--- src/hdl/rhtt_pkg.sv ---
package rhtt_pkg;

    // Default CORDIC depth and arctangent table length
    localparam int P_CORDIC_STAGES = 14;
    localparam int P_ATAN_LEN      = 24;

    // Field and datapath widths
    localparam int P_COORD_W = 32;
    localparam int P_DIFF_W  = 33;
    localparam int P_XY_W    = 36;
    localparam int P_ANGLE_W = 15;
    localparam int P_HEAD_W  = 16;
    localparam int P_Z_W     = 21;
    localparam int P_SUM_W   = 22;
    localparam int P_RND_W   = 18;

    // Angle constants: true pi and 3.142 in Q.16, 1.571 and 3.142 in Q4.12
    localparam logic signed [P_Z_W-1:0]     P_TRUE_PI_Q16 = 21'sd205887;
    localparam logic signed [P_Z_W-1:0]     P_PI_Q16      = 21'sd205914;
    localparam logic signed [P_ANGLE_W-1:0] P_HALF_PI_Q12 = 15'sd6435;
    localparam logic signed [P_HEAD_W-1:0]  P_PI_Q12      = 16'sd12870;

    // Output clamp bounds at the rounded width
    localparam logic signed [P_RND_W-1:0] P_HEAD_MAX = 18'sd32767;
    localparam logic signed [P_RND_W-1:0] P_HEAD_MIN = -18'sd32768;

    // Sideband that travels with each beat through the CORDIC stages
    typedef struct packed {
        logic                        plus;
        logic                        zero;
        logic signed [P_ANGLE_W-1:0] angle;
    } t_side;

    // round(atan(2^-i) * 65536)
    function automatic logic [P_Z_W-1:0] atan_q16(input logic [4:0] idx);
        logic [P_Z_W-1:0] val;
        unique case (idx)
            5'd0:    val = 21'd51472;
            5'd1:    val = 21'd30386;
            5'd2:    val = 21'd16055;
            5'd3:    val = 21'd8150;
            5'd4:    val = 21'd4091;
            5'd5:    val = 21'd2047;
            5'd6:    val = 21'd1024;
            5'd7:    val = 21'd512;
            5'd8:    val = 21'd256;
            5'd9:    val = 21'd128;
            5'd10:   val = 21'd64;
            5'd11:   val = 21'd32;
            5'd12:   val = 21'd16;
            5'd13:   val = 21'd8;
            5'd14:   val = 21'd4;
            5'd15:   val = 21'd2;
            5'd16:   val = 21'd1;
            default: val = 21'd0;
        endcase
        return val;
    endfunction

endpackage

--- src/hdl/relative_heading_to_target_top.sv ---
// A start beat passes the difference register, the pre-rotation register, one register
// per CORDIC micro-rotation and the output register before o_valid strobes the result.
// Throughput: one item per cycle; busy stays low. One CORDIC micro-rotation per
// pipeline stage sets the depth. The receiver cannot stall.
// Reset (synchronous, active low) clears the valid bits only; in-flight beats drop.
module relative_heading_to_target_top #(
    parameter int CORDIC_STAGES = rhtt_pkg::P_CORDIC_STAGES
) (
    input  logic                                   i_clk,
    input  logic                                   i_rst_n,
    input  logic                                   start,
    output logic                                   busy,
    input  logic signed [rhtt_pkg::P_COORD_W-1:0]  i_target_x,
    input  logic signed [rhtt_pkg::P_COORD_W-1:0]  i_target_y,
    input  logic signed [rhtt_pkg::P_COORD_W-1:0]  i_robot_x,
    input  logic signed [rhtt_pkg::P_COORD_W-1:0]  i_robot_y,
    input  logic signed [rhtt_pkg::P_ANGLE_W-1:0]  i_robot_angle,
    output logic                                   o_valid,
    output logic signed [rhtt_pkg::P_HEAD_W-1:0]   o_relative_heading
);
    import rhtt_pkg::*;

    localparam int XY_EXT = P_XY_W - P_DIFF_W;
    localparam int ANG_EXT = P_SUM_W - P_ANGLE_W - 4;

    // Difference stage
    logic                       r_d_vld;
    logic signed [P_DIFF_W-1:0] r_dx, r_dy;
    logic signed [P_ANGLE_W-1:0] r_d_angle;

    // CORDIC pipeline: entry k feeds micro-rotation k
    logic                     r_vld  [CORDIC_STAGES+1];
    logic signed [P_XY_W-1:0] r_x    [CORDIC_STAGES+1];
    logic signed [P_XY_W-1:0] r_y    [CORDIC_STAGES+1];
    logic signed [P_Z_W-1:0]  r_z    [CORDIC_STAGES+1];
    t_side                    r_side [CORDIC_STAGES+1];

    // Pre-rotation next values
    logic                     n_neg;
    logic signed [P_XY_W-1:0] n_dx_ext, n_dy_ext, n_x0, n_y0;
    logic signed [P_Z_W-1:0]  n_z0;
    t_side                    n_side0;

    // Output stage
    logic signed [P_Z_W-1:0]   n_b;
    logic signed [P_SUM_W-1:0] n_sum;
    logic signed [P_RND_W-1:0] n_rnd;
    logic signed [P_HEAD_W-1:0] n_head;
    logic                      r_o_vld;
    logic signed [P_HEAD_W-1:0] r_o_head;

    // Never stall: one beat enters every cycle
    assign busy = 1'b0;

    // Form exact 33-bit differences
    always_ff @(posedge i_clk) begin
        if (!i_rst_n) begin
            r_d_vld <= 1'b0;
        end else begin
            r_d_vld <= start && !busy;
        end
    end

    always_ff @(posedge i_clk) begin
        r_dx      <= $signed({i_robot_x[P_COORD_W-1], i_robot_x})
                   - $signed({i_target_x[P_COORD_W-1], i_target_x});
        r_dy      <= $signed({i_robot_y[P_COORD_W-1], i_robot_y})
                   - $signed({i_target_y[P_COORD_W-1], i_target_y});
        r_d_angle <= i_robot_angle;
    end

    // Fold left half-plane into the right one, pick the +-pi correction
    always_comb begin
        n_neg    = r_dx[P_DIFF_W-1];
        n_dx_ext = $signed({{XY_EXT{r_dx[P_DIFF_W-1]}}, r_dx});
        n_dy_ext = $signed({{XY_EXT{r_dy[P_DIFF_W-1]}}, r_dy});
        n_x0     = n_neg ? -n_dx_ext : n_dx_ext;
        n_y0     = n_neg ? -n_dy_ext : n_dy_ext;
        if (!n_neg) begin
            n_z0 = '0;
        end else if (r_dy[P_DIFF_W-1]) begin
            n_z0 = -P_TRUE_PI_Q16;
        end else begin
            n_z0 = P_TRUE_PI_Q16;
        end
        n_side0.zero  = (r_dx == '0) && (r_dy == '0);
        n_side0.angle = r_d_angle;
        priority if (!r_dy[P_DIFF_W-1] && !n_neg) begin
            n_side0.plus = (r_d_angle <= -P_HALF_PI_Q12);
        end else if (!r_dy[P_DIFF_W-1]) begin
            n_side0.plus = 1'b0;
        end else if (!n_neg) begin
            n_side0.plus = (r_d_angle < P_HALF_PI_Q12);
        end else begin
            n_side0.plus = 1'b1;
        end
    end

    always_ff @(posedge i_clk) begin
        if (!i_rst_n) begin
            r_vld[0] <= 1'b0;
        end else begin
            r_vld[0] <= r_d_vld;
        end
    end

    always_ff @(posedge i_clk) begin
        r_x[0]    <= n_x0;
        r_y[0]    <= n_y0;
        r_z[0]    <= n_z0;
        r_side[0] <= n_side0;
    end

    // One vectoring micro-rotation per stage
    for (genvar k = 0; k < CORDIC_STAGES; k++) begin : g_cordic
        logic signed [P_XY_W-1:0] w_xs, w_ys;
        logic signed [P_Z_W-1:0]  w_atan;
        logic signed [P_XY_W-1:0] n_x, n_y;
        logic signed [P_Z_W-1:0]  n_z;

        assign w_xs   = r_x[k] >>> k;
        assign w_ys   = r_y[k] >>> k;
        assign w_atan = $signed(atan_q16(5'(k)));

        // Rotate toward the x axis
        always_comb begin
            if (!r_y[k][P_XY_W-1]) begin
                n_x = r_x[k] + w_ys;
                n_y = r_y[k] - w_xs;
                n_z = r_z[k] + w_atan;
            end else begin
                n_x = r_x[k] - w_ys;
                n_y = r_y[k] + w_xs;
                n_z = r_z[k] - w_atan;
            end
        end

        always_ff @(posedge i_clk) begin
            if (!i_rst_n) begin
                r_vld[k+1] <= 1'b0;
            end else begin
                r_vld[k+1] <= r_vld[k];
            end
        end

        always_ff @(posedge i_clk) begin
            r_x[k+1]    <= n_x;
            r_y[k+1]    <= n_y;
            r_z[k+1]    <= n_z;
            r_side[k+1] <= r_side[k];
        end
    end

    // Add robot angle and correction, round to Q4.12, clamp
    always_comb begin
        n_b   = r_side[CORDIC_STAGES].zero ? '0 : r_z[CORDIC_STAGES];
        n_sum = $signed({n_b[P_Z_W-1], n_b})
              + $signed({{ANG_EXT{r_side[CORDIC_STAGES].angle[P_ANGLE_W-1]}},
                         r_side[CORDIC_STAGES].angle, 4'b0000})
              + (r_side[CORDIC_STAGES].plus ? $signed({P_PI_Q16[P_Z_W-1], P_PI_Q16})
                                            : -$signed({P_PI_Q16[P_Z_W-1], P_PI_Q16}))
              + P_SUM_W'(8);
        n_rnd = n_sum[P_SUM_W-1:4];
        if (n_rnd > P_HEAD_MAX) begin
            n_head = P_HEAD_MAX[P_HEAD_W-1:0];
        end else if (n_rnd < P_HEAD_MIN) begin
            n_head = P_HEAD_MIN[P_HEAD_W-1:0];
        end else begin
            n_head = n_rnd[P_HEAD_W-1:0];
        end
    end

    always_ff @(posedge i_clk) begin
        if (!i_rst_n) begin
            r_o_vld <= 1'b0;
        end else begin
            r_o_vld <= r_vld[CORDIC_STAGES];
        end
    end

    always_ff @(posedge i_clk) begin
        r_o_head <= n_head;
    end

    assign o_valid            = r_o_vld;
    assign o_relative_heading = r_o_head;

endmodule

--- config.mk ---
export PLATFORM = sky130hd
export DESIGN_NAME = relative_heading_to_target_top
export DESIGN_NICKNAME = d
export VERILOG_FILES = /design/src/hdl/rhtt_pkg.sv /design/src/hdl/relative_heading_to_target_top.sv
export SDC_FILE = /design/constraint.sdc
export NUM_CORES = 2
export LEC_CHECK = 0
export BUFFER_PORTS_ARGS = -buffer_cell sky130_fd_sc_hd__buf_2
export CAP_MARGIN = 30
export CORE_ASPECT_RATIO = 0.5
export CORE_MARGIN = 10
export CORE_UTILIZATION = 40
export DETAILED_ROUTE_END_ITERATION = 12
export PLACE_DENSITY_LB_ADDON = 0.05
export SYNTH_ARGS = -nofsm -noshare
export SYNTH_HDL_FRONTEND = slang
export SYNTH_SLANG_ARGS = --single-unit
--- constraint.sdc ---
create_clock -name i_clk -period 4.2 [get_ports i_clk]
set_clock_uncertainty 0.15 [all_clocks]
set_input_delay 0.63 -clock i_clk [delete_from_list [all_inputs] [get_ports i_clk]]
set_output_delay 0.63 -clock i_clk [all_outputs]
set_load 0.1 [all_outputs]
==> results by group <==
Floorplanning
  – Die width: 737 um
  – CORE AREA: 255000 um^2
  – Die height: 378 um
  – Num rows: 131
  – Top-Level Pins: 164
  – Die Area: approximately 280000 um^2
  – Initial core utilization: 40.3%

CTS
  – CTS tree: built
  – Cts bufs inserted: about 170
  – Clock transition at path regs: 0.06 ns
  – Worst-skew pair later-pin latency: 0.86 ns
  – Clock buffer depth: 4
  – Cell chosen for the clock root: clkbuf_16
  – Clk sink count: 1578
  – Number of H-tree levels: 4

Cells and area
  – Syn-to-layout area delta: 30.6%
  – Layout cell share with drive strength beyond 1: between 20% and 30%
  – Area of the multi-input gates: 72900 um^2
  – Fillers: 24200
  – Nets: between 15000 and 20000
  – Storage element area: 31700 um^2

GRT
  – Most used routing layer in global routing: met2
  – Initial antenna violation count: 8
  – Vias in the first global route: about 89000
  – GRT Resource Usage Total: about a fifth
  – Remaining Overflow, GRT: 0
  – First-pass GRT wire length: about 460000 um
  – Largest net degree at the start of global routing: 64
  – Met2 Use GR: 37.6%
  – Met3 Resource Use GR: 2.23%
  – GRT met1 Usage: a little under a quarter

Status
  – Failing checks: setup timing
  – Status: finished with violations

Synth
  – Synthesized flop and latch total: 1578
  – Sequential share of the synthesized area: a little under a third
  – Post-Syn Instances: 12000
  – Post-synthesis instance area: 103000 um^2
  – Commonest register cell after synthesis: dfxtp_1
  – Asr flop ratio synth: 0%
  – Post-synth EDFFs: 0
  – Mean Syn Cell Area: about 8.6 um^2
  – Number of synthesis warnings: 0
  – Count of cell types in the netlist: 102

Routing
  – Via count: 88700
  – First DRT Iteration DRCs: about 3700
  – DR vias/cell: approximately 5.0
  – Post-Route WL: 295000 um
  – ANT nets after route: 0
  – Residual DRC: 0
  – DR WL/cell: between 15 and 20 um
  – 1st-pass router iterations: 7

Critical path
  – Worst Setup Start Kind: register
  – Critical path endpoint category: register
  – CP Launch Point: r_x[6][12]
  – R2r setup slk: -0.26 ns
  – Largest fanout on the critical path: 3
  – Setup CP Type: reg -> reg
  – Worst EP required: about 4.8 ns
  – Critical path arrival: about 5 ns
  – Reg2reg start: r_x[6][12]

STA
  – Final setup vio count: 29
  – Worst slew pin tran: approximately 0.96 ns
  – RSZ-0062 raised after global routing: true
  – Count of final max-slew check failures: 0
  – Rel. slew slack: 35.3%
  – Final hold slack: between 0.07 and 0.08 ns
  – Tmin final: 4.46 ns
  – Final Hold Viols: 0
  – Slack of the critical path: -0.257 ns
  – Fmax achieved: 224 MHz
  – Period utilization: 106%

Placement
  – Worst slack at placement: -0.510 ns
  – Port buffer count: 162
  – Final GP Congestion: around 0.90
  – Post-DP HPWL: around 240000 um

Hold path
  – Hold/Removal Path Class: in -> reg
  – Hold Startpoint: i_robot_y[3]

Flow run
  – Max Cap Viol: 0
area by class of cell:
| type | count | share of cell area (%) |
|---|---|---|
| inverter | 659 | 1.84 |
| antenna | 7 | 0.0131 |
| tap | 3391 | 3.16 |
| clock inverter | 76 | 0.684 |
| timing repair buffer | 2283 | 12.8 |
| sequential | 1578 | 23.6 |
| clock buffer | 219 | 3.52 |
| multi-input combinational | 9548 | 54.3 |
cells in the final DEF, fill, tap and decap left out, drive strengths merged, types with 541 or more instances in the layout:
cell type,netlist,layout
a21oi,1208,1208
buf,26,2241
dfxtp,1578,1578
ha,1220,1220
inv,650,656
nand2,579,579
nor2,1195,1195
o21ai,541,541
xnor2,1121,1121
xor2,556,556
what timing repair did:
item	in CTS	in global routing
pin swaps	295	521
hold endpoints to repair	54	0
gates resized for setup	459	646
endpoints found under the setup margin	156	244
buffers inserted	101	111
hold buffers	42	0
registers in the layout (all words and copies together), names as in the netlist:
name	count
r_y	468
r_x	456
r_z	285
r_side	255
r_dx	33
r_dy	33
o_relative_heading	16
r_d_angle	15
r_vld	15
o_valid	1
r_d_vld	1
Yosys cell counts, drive strengths merged, types with 23 or more instances:
library cell,instances,area (um^2)
inv,650,2440
nand4,69,432
xnor2,1121,9830
o31a,24,210
nand3,167,836
mux2i,29,290
a211oi,98,748
a211o,36,315
and4,23,201
buf,26,109
nor2,1195,4490
o21bai,139,1040
a21o,427,3210
a31oi,122,769
o41ai,65,577
nor2b,166,1040
nor4,123,788
nand2b,169,1060
or3,83,519
dfxtp,1578,31600
a2111oi,28,283
a21oi,1208,6050
or4,37,278
a21boi,38,285
or2,35,219
o211ai,47,358
ha,1220,15300
and2,98,613
nor3,375,1890
and3,80,505
a31o,23,201
nand2,579,2170
o31ai,61,458
clkbuf,153,576
xor2,556,4870
o21ai,541,2710
fa,58,1160
o21a,196,1470
path summary, 6_finish.rpt:
check                      to  depth (start not counted)
hold reg to reg     r_z[1][4]                          0
setup reg to reg  r_y[0][287]                         18
setup / recovery  r_y[0][287]                         18
hold / removal        r_dy[3]                          4
routing by layer:
layer / wire length, um / share of wire [%] / vias up
li1: - / - / 46900
met1: 129000 / 44 / 40200
met2: 145000 / 49 / 1114
met3: 7420 / 2.5 / 533
met4: 13500 / 4.6 / 0
met5: 0 / 0 / -
cells by family after synthesis:
kind of cell / count (synthesis) / synth area share, %
adders and majority gates: 1278 / 16.0
AOI/OAI and AO/OA: 3272 / 20.2
DFF: 1578 / 30.7
and+or+nand+nor: 3268 / 15.2
buffers and inverters: 838 / 3.07
xor gates and xnor gates: 1677 / 14.3
muxes: 49 / 0.502
other: 1 / 0.00365
metrics by stage:
step | setup TNS, ns | cell area [um^2] | utilization [%] | std cells
after global routing | -17.97 | 134000 | 52.6 | 17800
after CTS | -3.83 | 131000 | 51.2 | 17700
after detailed placement | -27.08 | 122000 | 47.7 | 17200
after global placement | -23.21 | 122000 | 47.7 | 17200
final | -2.56 | 134000 | 52.6 | 17800
after floorplan | -0.123 | 103000 | - | 12000
worst max-delay path: stages (launching register included):
cell and delay (ns):
dfxtp_2 0.32, or4_4 0.53, or4_4 0.48, nor4_4 0.21, nor2_1 0.08, xor2_1 0.15, ha_1 0.33, nand2_1 0.10
o21ai_2 0.07, a211oi_2 0.23, o311a_1 0.22, a211oi_2 0.08, buf_4 0.16, a2111oi_4 0.40, nor4_2 0.08, nand4bb_1 0.24
a31o_2 0.26, a21oi_2 0.14, xnor2_1 0.13
Power is left out: the tool's default activity adds up to more than one toggle a clock period on the data nets, which glitch-free logic cannot reach.
